===== src/rtl/core/rpv_pkg.sv =====
// Package for the relative path validator: constants, error codes, flags.
// No dependencies.
package rpv_pkg;

   localparam int unsigned COMPONENT_LIMIT_DEFAULT = 255;

   typedef enum logic [3:0] {
      ERR_NONE      = 4'd0,
      ERR_EMPTY     = 4'd1,
      ERR_ABSOLUTE  = 4'd2,
      ERR_TRAVERSAL = 4'd3,
      ERR_UTF8      = 4'd4,
      ERR_CHAR      = 4'd5,
      ERR_TRAILING  = 4'd6,
      ERR_RESERVED  = 4'd7,
      ERR_COMP_LONG = 4'd8,
      ERR_PATH_LONG = 4'd9
   } error_type;

   localparam logic CSR_PATH_SYNTAX = 1'b0;
   localparam logic CSR_LONG_POLICY = 1'b1;

   localparam logic [12:0] LINUX_PATH_MAX  = 13'd4095;
   localparam logic [15:0] WIN_LEGACY_MAX  = 16'd259;
   localparam logic [15:0] WIN_EXTENDED_MAX = 16'd32766;

   typedef struct packed {
      logic bad_utf8;
      logic bad_char;
      logic dot_seen;
      logic non_dot;
   } flags_type;

endpackage


===== src/rtl/core/rpv_comp_check.sv =====
// Classifies a finished path component into an error code.
// Depends on rpv_pkg.
module rpv_comp_check
   import rpv_pkg::*;
#(
   parameter int unsigned COMPONENT_LIMIT = COMPONENT_LIMIT_DEFAULT,
   parameter int unsigned CW = $clog2(COMPONENT_LIMIT + 2)
) (
   input  logic            win,
   input  logic            seq_open,
   input  flags_type       flags,
   input  logic [CW-1:0]   comp_bytes,
   input  logic [CW-1:0]   comp_units,
   input  logic [7:0]      last_char,
   input  logic [7:0]      base [6],
   input  logic [2:0]      base_len,
   output error_type       code
);
   localparam logic [CW-1:0] LIM = CW'(COMPONENT_LIMIT);

   logic reserved;
   logic three;

   always_comb begin
      three = 1'b0;
      reserved = 1'b0;
      if (base_len == 3'd3) begin
         three = (base[0] == "C" && base[1] == "O" && base[2] == "N") ||
                 (base[0] == "P" && base[1] == "R" && base[2] == "N") ||
                 (base[0] == "A" && base[1] == "U" && base[2] == "X") ||
                 (base[0] == "N" && base[1] == "U" && base[2] == "L");
         reserved = three;
      end else if (base_len == 3'd6) begin
         reserved = base[0] == "C" && base[1] == "L" && base[2] == "O" &&
                    base[3] == "C" && base[4] == "K" && base[5] == "$";
      end else if (base_len == 3'd4) begin
         reserved = ((base[0] == "C" && base[1] == "O" && base[2] == "M") ||
                     (base[0] == "L" && base[1] == "P" && base[2] == "T")) &&
                    base[3] inside {["1":"9"]};
      end
   end

   always_comb begin
      code = ERR_NONE;
      if (comp_bytes == '0 || (!flags.non_dot && comp_bytes <= CW'(2)))
         code = ERR_TRAVERSAL;
      else if (flags.bad_utf8 || seq_open)
         code = ERR_UTF8;
      else if (flags.bad_char)
         code = ERR_CHAR;
      else if (win) begin
         if (last_char == "." || last_char == " ") code = ERR_TRAILING;
         else if (reserved) code = ERR_RESERVED;
         else if (comp_units > LIM) code = ERR_COMP_LONG;
      end else if (comp_bytes > LIM)
         code = ERR_COMP_LONG;
   end
endmodule


===== src/rtl/core/relative_path_validator_core.sv =====
// Relative path validator top level: byte stream in, one verdict per path out.
// Depends on rpv_pkg and rpv_comp_check.
//
// Usage: path bytes enter on req_ (valid/ready), one beat per byte, with
// req_last_byte on the final byte; req_empty_path marks a whole empty path
// (byte ignored). One verdict beat leaves on rsp_ per path: rsp_path_ok,
// rsp_error_code and rsp_component_index. Non-final bytes give no beat.
// Latency: the verdict is registered and valid the cycle after the last byte
// is accepted. Throughput: one byte per cycle while no verdict is held, set by the single registered
// per-byte update of the decode and component state.
// When the receiver stalls the verdict holds in the output register and
// req_ready stays low until it leaves; a byte is taken in the same cycle
// that the held verdict is taken.
// Configuration: csr_ writes (index 0 path syntax, 1 long path policy) are
// always accepted; write them only while idle.
// Reset: synchronous, clears all path state, the csr registers and the output valid; the verdict fields are not reset.
module relative_path_validator_core
   import rpv_pkg::*;
#(
   parameter int unsigned COMPONENT_LIMIT = COMPONENT_LIMIT_DEFAULT
) (
   input  logic        clock,
   input  logic        reset,
   input  logic        req_valid,
   output logic        req_ready,
   input  logic [7:0]  req_path_byte,
   input  logic        req_last_byte,
   input  logic        req_empty_path,
   output logic        rsp_valid,
   input  logic        rsp_ready,
   output logic        rsp_path_ok,
   output logic [3:0]  rsp_error_code,
   output logic [15:0] rsp_component_index,
   input  logic        csr_valid,
   output logic        csr_ready,
   input  logic        csr_index,
   input  logic [31:0] csr_data
);
   localparam int unsigned CW = $clog2(COMPONENT_LIMIT + 2);
   localparam logic [CW-1:0] LIM = CW'(COMPONENT_LIMIT);
   localparam logic [CW-1:0] SAT = CW'(COMPONENT_LIMIT + 1);

   logic syntax_ff, policy_ff;
   logic [1:0]  pos_ff, pos_in;
   logic [7:0]  first_ff, first_in;
   logic [1:0]  rem_ff, rem_in;
   logic [2:0]  slen_ff, slen_in;
   logic [20:0] acc_ff, acc_in;
   logic [CW-1:0] cb_ff, cb_in, cu_ff, cu_in;
   logic [7:0]  base_ff [6];
   logic [7:0]  base_in [6];
   logic [2:0]  blen_ff, blen_in;
   flags_type   fl_ff, fl_in;
   logic [7:0]  lc_ff, lc_in;
   logic [12:0] tb_ff, tb_in;
   logic [15:0] tu_ff, tu_in;
   logic [15:0] cc_ff, cc_in;
   error_type   fe_ff, fe_in;
   logic [15:0] fi_ff, fi_in;
   logic        ov_ff;
   logic        ook_ff, ook_in;
   error_type   oc_ff, oc_in;
   logic [15:0] oi_ff, oi_in;

   // component state including this byte (unchanged on a separator)
   logic [1:0]  chk_rem;
   logic [2:0]  chk_slen;
   logic [20:0] chk_acc;
   logic [CW-1:0] chk_cb, chk_cu;
   logic [7:0]  chk_base [6];
   logic [2:0]  chk_blen;
   flags_type   chk_fl;
   logic [7:0]  chk_lc;

   logic accept, win, sep, absolute, is_dot;
   logic [7:0] b;
   error_type comp_code;
   logic [1:0]  units;
   logic [20:0] cp;
   logic [20:0] cmin;

   assign csr_ready = 1'b1;
   assign req_ready = !ov_ff || rsp_ready;
   assign accept = req_valid && req_ready;
   assign rsp_valid = ov_ff;
   assign rsp_path_ok = ook_ff;
   assign rsp_error_code = oc_ff;
   assign rsp_component_index = oi_ff;

   assign b = req_path_byte;
   assign win = syntax_ff;
   assign sep = b == "/" || (win && b == "\\");
   assign is_dot = b == ".";

   rpv_comp_check #(.COMPONENT_LIMIT(COMPONENT_LIMIT), .CW(CW)) u_check (
      .win(win), .seq_open(chk_rem != 2'd0), .flags(chk_fl),
      .comp_bytes(chk_cb), .comp_units(chk_cu), .last_char(chk_lc),
      .base(chk_base), .base_len(chk_blen), .code(comp_code)
   );

   always_comb begin
      logic [CW:0] cu_sum;

      chk_rem = rem_ff; chk_slen = slen_ff; chk_acc = acc_ff; chk_cb = cb_ff;
      chk_cu = cu_ff; chk_base = base_ff; chk_blen = blen_ff; chk_fl = fl_ff;
      chk_lc = lc_ff;
      units = 2'd0; cp = '0; cmin = '0;
      cu_sum = '0;

      if (!sep) begin
         if (cb_ff <= LIM) chk_cb = cb_ff + CW'(1);
         chk_lc = b;
         if (!is_dot) chk_fl.non_dot = 1'b1;
         if (win ? (b < 8'd32 || b == "<" || b == ">" || b == ":" || b == "\"" ||
                    b == "|" || b == "?" || b == "*") : (b == 8'd0))
            chk_fl.bad_char = 1'b1;
         if (!fl_ff.dot_seen) begin
            if (is_dot) chk_fl.dot_seen = 1'b1;
            else if (blen_ff < 3'd6) begin
               chk_base[blen_ff] = (b inside {["a":"z"]}) ? b - 8'd32 : b;
               chk_blen = blen_ff + 3'd1;
            end else chk_blen = 3'd7;
         end
         if (!fl_ff.bad_utf8) begin
            if (rem_ff == 2'd0) begin
               if (b[7] == 1'b0) units = 2'd1;
               else if (b[7:5] == 3'b110) begin
                  chk_slen = 3'd2; chk_acc = {16'd0, b[4:0]}; chk_rem = 2'd1;
               end else if (b[7:4] == 4'b1110) begin
                  chk_slen = 3'd3; chk_acc = {17'd0, b[3:0]}; chk_rem = 2'd2;
               end else if (b[7:3] == 5'b11110) begin
                  chk_slen = 3'd4; chk_acc = {18'd0, b[2:0]}; chk_rem = 2'd3;
               end else chk_fl.bad_utf8 = 1'b1;
            end else if (b[7:6] != 2'b10) begin
               chk_fl.bad_utf8 = 1'b1; chk_rem = 2'd0;
            end else begin
               cp = {acc_ff[14:0], b[5:0]};
               chk_acc = cp;
               chk_rem = rem_ff - 2'd1;
               if (rem_ff == 2'd1) begin
                  cmin = slen_ff == 3'd2 ? 21'h80 :
                         slen_ff == 3'd3 ? 21'h800 : 21'h10000;
                  if (cp < cmin || cp > 21'h10ffff || (cp >= 21'hd800 && cp <= 21'hdfff))
                     chk_fl.bad_utf8 = 1'b1;
                  else units = cp > 21'hffff ? 2'd2 : 2'd1;
               end
            end
         end
         cu_sum = {1'b0, cu_ff} + (CW+1)'(units);
         chk_cu = cu_sum > (CW+1)'(SAT) ? SAT : cu_sum[CW-1:0];
      end
   end

   always_comb begin
      logic [16:0] tu_sum;
      logic end_comp, is_last;
      error_type fcode;
      logic [15:0] fidx;

      pos_in = pos_ff; first_in = first_ff; tb_in = tb_ff;
      tu_in = tu_ff; cc_in = cc_ff; fe_in = fe_ff; fi_in = fi_ff;
      rem_in = chk_rem; slen_in = chk_slen; acc_in = chk_acc; cb_in = chk_cb;
      cu_in = chk_cu; base_in = chk_base; blen_in = chk_blen; fl_in = chk_fl;
      lc_in = chk_lc;
      ook_in = ook_ff; oc_in = oc_ff; oi_in = oi_ff;
      absolute = 1'b0;
      tu_sum = '0;
      end_comp = sep;
      is_last = req_last_byte;
      fcode = ERR_NONE; fidx = '0;

      if (pos_ff == 2'd0) begin
         first_in = b;
         absolute = sep;
      end else if (pos_ff == 2'd1) begin
         absolute = win && b == ":" &&
                    (first_ff inside {["A":"Z"], ["a":"z"]});
      end
      if (absolute) begin
         fe_in = ERR_ABSOLUTE; fi_in = '0;
      end
      if (pos_ff != 2'd2) pos_in = pos_ff + 2'd1;
      if (tb_ff != 13'h1fff) tb_in = tb_ff + 13'd1;

      // separator counts as one unit in the total
      tu_sum = {1'b0, tu_ff} + 17'(sep ? 2'd1 : units);
      tu_in = tu_sum > 17'hffff ? 16'hffff : tu_sum[15:0];

      fcode = fe_in; fidx = fi_in;
      if ((end_comp || is_last) && comp_code != ERR_NONE && fcode == ERR_NONE) begin
         fcode = comp_code; fidx = cc_ff;
      end

      if (end_comp && is_last) begin
         // separator then path end: trailing empty component
         if (fcode == ERR_NONE) begin
            fcode = ERR_TRAVERSAL;
            fidx = cc_ff == 16'hffff ? cc_ff : cc_ff + 16'd1;
         end
      end

      if (req_empty_path) begin
         ook_in = 1'b0; oc_in = ERR_EMPTY; oi_in = '0;
      end else if (is_last) begin
         if (fcode == ERR_NONE) begin
            fidx = '0;
            if (!win) begin
               if (tb_in > LINUX_PATH_MAX) fcode = ERR_PATH_LONG;
            end else if (tu_in > (policy_ff ? WIN_EXTENDED_MAX : WIN_LEGACY_MAX))
               fcode = ERR_PATH_LONG;
         end
         if (fcode == ERR_ABSOLUTE || fcode == ERR_PATH_LONG) fidx = '0;
         ook_in = fcode == ERR_NONE;
         oc_in = fcode;
         oi_in = fidx;
      end

      if (req_empty_path || is_last) begin
         pos_in = '0; first_in = '0; tb_in = '0; tu_in = '0; cc_in = '0;
         fe_in = ERR_NONE; fi_in = '0;
      end else begin
         fe_in = fcode; fi_in = fidx;
         if (end_comp && cc_ff != 16'hffff) cc_in = cc_ff + 16'd1;
      end
      if (req_empty_path || is_last || end_comp) begin
         rem_in = '0; slen_in = '0; acc_in = '0; cb_in = '0; cu_in = '0;
         for (int i = 0; i < 6; i++) base_in[i] = '0;
         blen_in = '0; fl_in = '0; lc_in = '0;
      end
   end

   always_ff @(posedge clock) begin
      if (reset) begin
         syntax_ff <= 1'b0; policy_ff <= 1'b0;
         pos_ff <= '0; first_ff <= '0; rem_ff <= '0; slen_ff <= '0;
         acc_ff <= '0; cb_ff <= '0; cu_ff <= '0; blen_ff <= '0;
         fl_ff <= '0; lc_ff <= '0; tb_ff <= '0; tu_ff <= '0; cc_ff <= '0;
         fe_ff <= ERR_NONE; fi_ff <= '0; ov_ff <= 1'b0;
         for (int i = 0; i < 6; i++) base_ff[i] <= '0;
      end else begin
         if (csr_valid) begin
            if (csr_index == CSR_PATH_SYNTAX) syntax_ff <= csr_data[0];
            else policy_ff <= csr_data[0];
         end
         if (accept && (req_empty_path || req_last_byte)) ov_ff <= 1'b1;
         else if (rsp_ready) ov_ff <= 1'b0;
         if (accept) begin
            pos_ff <= pos_in; first_ff <= first_in; rem_ff <= rem_in;
            slen_ff <= slen_in; acc_ff <= acc_in; cb_ff <= cb_in; cu_ff <= cu_in;
            base_ff <= base_in; blen_ff <= blen_in; fl_ff <= fl_in; lc_ff <= lc_in;
            tb_ff <= tb_in; tu_ff <= tu_in; cc_ff <= cc_in;
            fe_ff <= fe_in; fi_ff <= fi_in;
         end
      end
   end

   always_ff @(posedge clock) begin
      if (accept && (req_empty_path || req_last_byte)) begin
         ook_ff <= ook_in; oc_ff <= oc_in; oi_ff <= oi_in;
      end
   end
endmodule


===== config.mk =====
export PLATFORM = sky130hd
export DESIGN_NAME = relative_path_validator_core
export DESIGN_NICKNAME = d
export VERILOG_FILES = /design/src/rtl/core/rpv_pkg.sv /design/src/rtl/core/rpv_comp_check.sv /design/src/rtl/core/relative_path_validator_core.sv
export SDC_FILE = /design/constraint.sdc
export NUM_CORES = 1
export LEC_CHECK = 0
export BUFFER_PORTS_ARGS = -buffer_cell sky130_fd_sc_hd__buf_2
export CORE_ASPECT_RATIO = 0.8
export CORE_MARGIN = 3
export CORE_UTILIZATION = 65
export CTS_BUF_LIST = sky130_fd_sc_hd__clkbuf_4
export DETAILED_ROUTE_END_ITERATION = 10
export PLACE_DENSITY = 0.84
export SLEW_MARGIN = 20
export SYNTH_ARGS = -nofsm -noshare
export SYNTH_HDL_FRONTEND = slang
export SYNTH_SLANG_ARGS = --single-unit

===== constraint.sdc =====
create_clock -name clock -period 16.56 [get_ports clock]
set_clock_uncertainty 0.1 [all_clocks]
set_input_delay 3.312 -clock clock [delete_from_list [all_inputs] [get_ports clock]]
set_output_delay 3.312 -clock clock [all_outputs]
set_load 0.02 [all_outputs]

==> out/metrics.yaml, run 1 <==
run_status:
  status: "finished clean"
detailed_routing:
  initialDrtViolationCount: 1625
  dr.pass1.iters: 7
  drc: 0
  route.vias.total: 11700
  routed_wl_um: 32100
  viasPerCell: 6.85
  avgRoutedWirePerCell_um: 18.7
  ant_nets: 0
grt:
  met1_usage: 0.479
  antenna_found_initial: 1
  grt_overflow: 0
  grtUsageMet2: 0.470
  grt_pass1_vias: 10400
  grt_usage: 0.323
  grt_max_degree: 100
  grt_pass1_wl_um: 52800
  grtUsageMet3: 0.0795
  grt-busiest-layer: "met1"
critical_path:
  worst-setup-path-type: "primary input to flop"
  end_kind: "flop"
  crit_top_cell: "o21ai_0"
  cp-start-kind: "primary input"
  slowest_delay_ps: 900
  cp.required_ps: 16890
  worstPathArrival_ps: 10330
  cp_max_fo: 31
  worst_path_max_delay_cell: "nor2_1"
  crit_family: "simple AND/OR/NAND/NOR gates"
  critical_path_buf_inv_count: 1
logic_synthesis:
  postSynthCellCount: 1510
  ys_seq_area_frac: 0.355
  async_flop_share: 0
  synth_ff_type: "dfxtp_1"
  synth_seq_cells: 199
  synth.avg_cell_area_um2: 7.83
  synth.cell_area_um2: 11800
  synth_fp_nets: 1591
  synth-edff-count: 21
  yosysWarnings: 0
  yosysUniqueCellTypes: 89
finish:
  final_common_cell: "nor2_1"
  final_cell_mix: "nor2_1 (204), dfxtp_1 (178), nand2_1 (139)"
  fin_area_um2: 12300
  multi_input_comb_area_um2: 7080
  nets: 1557
  regArea_um2: 4190
  drive_above_1_share: 0.0866
  syn2layout_area_growth_pct: 3.61
  fillers: 1466
floorplan:
  rows: 43
  start_util: 0.672
  die-area_um2: 19900
  core_area_um2: 17600
  die_width_um: 157
  pin_count: 72
  die_height_um: 127
timing:
  fmax_mhz: 100
  final.period_utilization: 0.604
  drv_slew: 0
  setup-tns-final_ps: 0
  finalSetupViolCount: 0
  rsz0062_at_grt: "no"
  period_needed_ps: 10000
  slew_headroom: 0.159
  fin_ws_ps: 6560
  hold_viol: 0
  worst_pin_slew_ps: 1260
min_path:
  hold_class: "flop to flop"
clocking:
  cts_made_buffers: 17
  ctsHtreeMaxLevel: 4
  ctsResizeCount: 0
  path_clk_slew_ps: 180
  numClockSinks: 199
  cts_setup_buffers: 0
  ctsRootBufferMaster: "clkbuf_4"
  hold_buffers: 0
  clockBufferDepth: 2
  insertion_delay_ps: 630
  cts_tree: "done"
placed_design:
  gp_congestion: 1.02
  dpl-instance-area_um2: 12000
  place_ws_ps: 6210
  io_buffer_count: 39
  hpwlAfterDp_um: 21600
pwr:
  power_density_nw_per_um2: 71.4
  leakagePower_nw: 4.37
  vdd_drop_max_mv: 0.0601
run:
  drv_cap: 0
==> cell families after synthesis <==
family | after synthesis | synth area share
flip-flops | 199 | 0.355
other | 1 | 0.000317
multiplexers | 15 | 0.0134
buffers and inverters | 138 | 0.0481
adder cells (fa/ha/maj) | 34 | 0.0370
AO/OA/AOI/OAI | 446 | 0.252
AND/OR/NAND/NOR | 658 | 0.281
XOR/XNOR | 19 | 0.0141
==> path summary, 6_finish.rpt <==
check	startpoint	endpoint	slack, ps	depth (start not counted)
worst max register to register	syntax_ff$_SDFFE_PP0P_	rsp_component_index[13]$_SDFFCE_PP0P_	9040	24
worst min register to register	acc_ff[0]$_SDFFE_PP0P_	acc_ff[0]$_SDFFE_PP0P_	370	2
worst min-delay path	acc_ff[0]$_SDFFE_PP0P_	acc_ff[0]$_SDFFE_PP0P_	370	2
worst max-delay path	req_path_byte[4]	rsp_component_index[13]$_SDFFCE_PP0P_	6560	25
==> stage by stage <==
step | utilization | instances | power (W) | hold WS [ps]
final | 0.697 | 1715 | 0.000875 | 368
after global placement | 0.680 | 1682 | 0.000612 | 335
after global routing | 0.697 | 1715 | 0.000908 | 393
after detailed placement | 0.680 | 1682 | 0.000615 | 343
after CTS | 0.696 | 1714 | 0.000874 | 365
after floorplan | - | 1510 | 0.000585 | 325
==> layer usage <==
layer | vias up | wire [um]
met5 | - | 0
met1 | 5523 | 14200
met2 | 621 | 13800
met3 | 65 | 3500
met4 | 0 | 600
li1 | 5537 | -
==> sequential cells by signal, indices dropped and copies added (netlist names), 2 cells and up <==
register / count
acc_ff: 15
base_ff: 48
blen_ff: 3
cb_ff: 9
cc_ff: 16
cu_ff: 9
fe_ff: 4
fi_ff: 16
first_ff: 7
fl_ff: 4
lc_ff: 8
pos_ff: 2
rem_ff: 2
rsp_component_index: 16
rsp_error_code: 4
slen_ff: 3
tb_ff: 13
tu_ff: 16
==> Yosys cell counts (7+ instances only) <==
master	number	area [um2]
or4_1	9	67.6
and4_1	10	87.6
nand3_1	62	310
o31ai_1	9	67.6
nand4_1	18	113
o211ai_1	11	82.6
o21ai_1	13	65.1
ha_1	31	388
a32oi_1	14	123
a21oi_1	124	621
nand2_1	139	522
nor2_1	205	769
nor3b_1	10	75.1
and3b_1	7	61.3
a2111oi_2	7	105
o22ai_1	13	81.3
o21ai_0	69	345
a211oi_1	12	90.1
nor4_1	15	93.8
nor3_1	45	225
xor2_1	10	87.6
xnor2_1	9	78.8
and2_1	10	62.6
edfxtp_1	21	631
inv_1	36	135
a22oi_1	73	548
and3_1	38	238
nor2b_1	9	56.3
or3b_2	7	61.3
a21o_1	13	97.6
or3_1	18	113
a31oi_1	24	150
mux2i_1	10	100
buf_2	11	55.1
dfxtp_1	178	3560
nand2b_1	18	113
clkbuf_1	80	300
o2bb2ai_1	7	61.3
==> worst min-delay path: stages (launching register included) <==
cell and delay, ps:
dfxtp_1 350, nand2_1 50, a21oi_1 50
==> where the power goes <==
part | internal, W | switching (W) | leakage, nW
Sequential | 0.000494 | 0.00000430 | 1.64
Combinational | 0.0000288 | 0.0000801 | 2.57
Clock | 0.0000707 | 0.000196 | 0.151
Total | 0.000594 | 0.000281 | 4.37
==> layout make-up <==
| class | instances | share of cell area |
|---|---|---|
| inverter | 36 | 0.0110 |
| multi-input combinational | 1173 | 0.577 |
| clock buffer | 18 | 0.0110 |
| timing repair buffer | 49 | 0.0223 |
| sequential | 199 | 0.342 |
| clock inverter | 14 | 0.0129 |
| antenna | 1 | 0.000204 |
| tap | 225 | 0.0230 |
(Power assumes the default switching activity.)
==> inputs of run 2 (changes only) <==
- ABC_AREA: default -> 1
- CORE_UTILIZATION: 65 -> 64
- PLACE_DENSITY: 0.84 -> 0.83
- clock period: 16.56 -> 9.9 ns (I/O delays scaled with it)
==> run 2 against run 1 <==
  * Flip-flop and latch count unchanged
  * Sequential power increased by 69%
  * Synthesized cell count increased by 22%
  * Cell area increased by 1.8%
  * Non-clock buffer count decreased by 4
  * Die area increased by 2.9%
  * First-iteration DRC count decreased by 24%
  * Routed wire length decreased by 11%
  * Register-to-register slack got worse by 5200 ps
  * Critical path type unchanged
==> out/metrics.yaml, run 2 <==
critical_path:
  worstPathArrival_ps: 7420
  crit_top_cell: "nand2_1"
  worst-setup-path-type: "primary input to flop"
  critical_path_buf_inv_count: 5
  cp-start-kind: "primary input"
  crit_family: "simple AND/OR/NAND/NOR gates"
  cp.required_ps: 10190
  slowest_delay_ps: 530
  end_kind: "flop"
  cp_max_fo: 17
  worst_path_max_delay_cell: "nor4_1"
finish:
  drive_above_1_share: 0.0909
  final_common_cell: "nand2_1"
  final_cell_mix: "nand2_1 (565), nor2_1 (187), a21oi_1 (178), dfxtp_1 (178), inv_1 (166)"
  syn2layout_area_growth_pct: 3.94
  top_register: "base_ff"
  fin_cells: 2091
  largest_register_ffs: 48
  fin_area_um2: 12500
  nets: 1905
timing:
  period_needed_ps: 7130
  worst_pin_slew_ps: 997
  drv_slew: 0
  final.period_utilization: 0.720
  hold_viol: 0
  setup-tns-final_ps: 0
  finalSetupViolCount: 0
  hold_ws_ps: 373
  rsz0062_at_grt: "no"
  fmax_mhz: 140
  slew_headroom: 0.333
floorplan:
  pin_count: 72
  start_util: 0.657
  die_width_um: 159
  rows: 44
  die_height_um: 128
  core_area_um2: 18300
  die-area_um2: 20400
placed_design:
  io_buffer_count: 39
  place_inst: 2058
  hpwlAfterDp_um: 19500
  gp_congestion: 0.979
  dpl-instance-area_um2: 12200
detailed_routing:
  drc: 0
  ant_nets: 0
  route.vias.total: 11600
  viasPerCell: 5.54
  dr.pass1.iters: 7
  avgRoutedWirePerCell_um: 13.7
  initialDrtViolationCount: 1239
  routed_wl_um: 28600
pwr:
  swShare: 0.307
  finalPower_w: 0.00150
  p_clk_frac: 0.303
  leakagePower_nw: 5.18
  intPower_w: 0.00104
  power.switching_w: 0.000461
  vdd_drop_max_mv: 0.0889
  p_seq_frac: 0.560
  pwr-share-comb: 0.137
  power_density_nw_per_um2: 120
clocking:
  ctsResizeCount: 0
  clockBufferDepth: 2
  cts_setup_buffers: 0
  insertion_delay_ps: 610
  cts_tree: "done"
  hold_buffers: 0
  ctsRootBufferMaster: "clkbuf_4"
  path_clk_slew_ps: 170
  numClockSinks: 199
  ctsHtreeMaxLevel: 4
  cts_made_buffers: 17
logic_synthesis:
  synth.cell_area_um2: 12000
  synth_ff_type: "dfxtp_1"
  yosysUniqueCellTypes: 58
  synth_seq_cells: 199
  synth_top_cell_by_area: "dfxtp_1"
  postSynthCellCount: 1838
  netlist_top_cells_count: "nand2_1 (566), nor2_1 (190), a21oi_1 (178), dfxtp_1 (178), inv_1 (166)"
  synth_fp_nets: 1919
  yosysMostFrequentCell: "nand2_1"
  synth.avg_cell_area_um2: 6.53
  yosysTopAreaCellShare: 0.297
  synth.area.top_cells: "dfxtp_1 (30%), nand2_1 (18%), a21oi_1 (7.4%), nor2_1 (5.9%), nand3_1 (5.3%)"
  yosysWarnings: 0
  ys_seq_area_frac: 0.349
  async_flop_share: 0
  synth-edff-count: 21
min_path:
  hold_class: "flop to flop"
run:
  drv_cap: 0
run_status:
  status: "finished clean"
grt:
  grt_pass1_wl_um: 48400
  grt_usage: 0.281
  grt_pass1_vias: 10400
  grt_overflow: 0
  antenna_found_initial: 1
  grt_max_degree: 86
run 2: final cells by class:
| class | instances | area (um2) |
|---|---|---|
| Multi-Input combinational cell | 1371 | 6700 |
| Fill cell | 1640 | 5800 |
| Sequential cell | 199 | 4190 |
| Inverter | 190 | 731 |
| Tap cell | 253 | 317 |
| Timing Repair Buffer | 45 | 243 |
| Clock inverter | 15 | 163 |
| Clock buffer | 17 | 128 |
| Antenna cell | 1 | 2.50 |
run 2: metal layers:
layer | track usage | vias up | wire [um]
met1 | 0.398 | 5244 | 13400
met4 | 0.0612 | 0 | 269
met2 | 0.457 | 381 | 12700
met5 | 0 | - | 0
li1 | - | 5916 | -
met3 | 0.0492 | 38 | 2150
run 2: power by group through the flow:
stage,registers (W),logic (W),clock network [W]
after global routing,0.000843,0.000231,0.000493
after global placement,0.000857,0.000199,0
after CTS,0.000841,0.000204,0.000459
final,0.000841,0.000207,0.000455
after detailed placement,0.000858,0.000203,0
after floorplan,0.000864,0.000149,0
run 2: final timing paths:
kind	from	endpoint	slack, ps	cells after the start
worst max-delay path	req_path_byte[3]	rsp_component_index[5]$_SDFFCE_PP0P_	2770	31
worst min-delay path	base_ff[14]$_SDFFE_PP0P_	base_ff[14]$_SDFFE_PP0P_	370	2
worst max register to register	slen_ff[1]$_SDFFE_PP0P_	rsp_component_index[5]$_SDFFCE_PP0P_	3800	36
worst min register to register	base_ff[14]$_SDFFE_PP0P_	base_ff[14]$_SDFFE_PP0P_	370	2
run 2: kinds of logic (layout without fill, tap and decap cells):
family,count (synthesis),after routing,synth area share
buf+inv,268,267,0.0946
flops,199,199,0.349
other cells,1,2,0.000312
mux,1,1,0.000938
xor+xnor,30,30,0.0219
fa+ha+maj,33,33,0.0357
compound gates,297,297,0.134
simple gates,1009,1009,0.363
run 2: worst register-to-register path, delay by kind of cell (launching register included):
family | cells | cell delay [ps]
AND/OR/NAND/NOR | 21 | 3260
flip-flops | 1 | 350
adder cells (fa/ha/maj) | 4 | 1040
AO/OA/AOI/OAI | 7 | 930
buffers and inverters | 4 | 210
run 2: through the flow:
| stage | setup WS (ps) | utilization |
|---|---|---|
| 5_1_grt | 2140 | 0.683 |
| 4_1_cts | 2860 | 0.682 |
| 6_report | 2770 | 0.683 |
| 2_1_floorplan | 3320 | - |
| 3_5_place_dp | 2230 | 0.666 |
| 3_3_place_gp | 2390 | 0.666 |
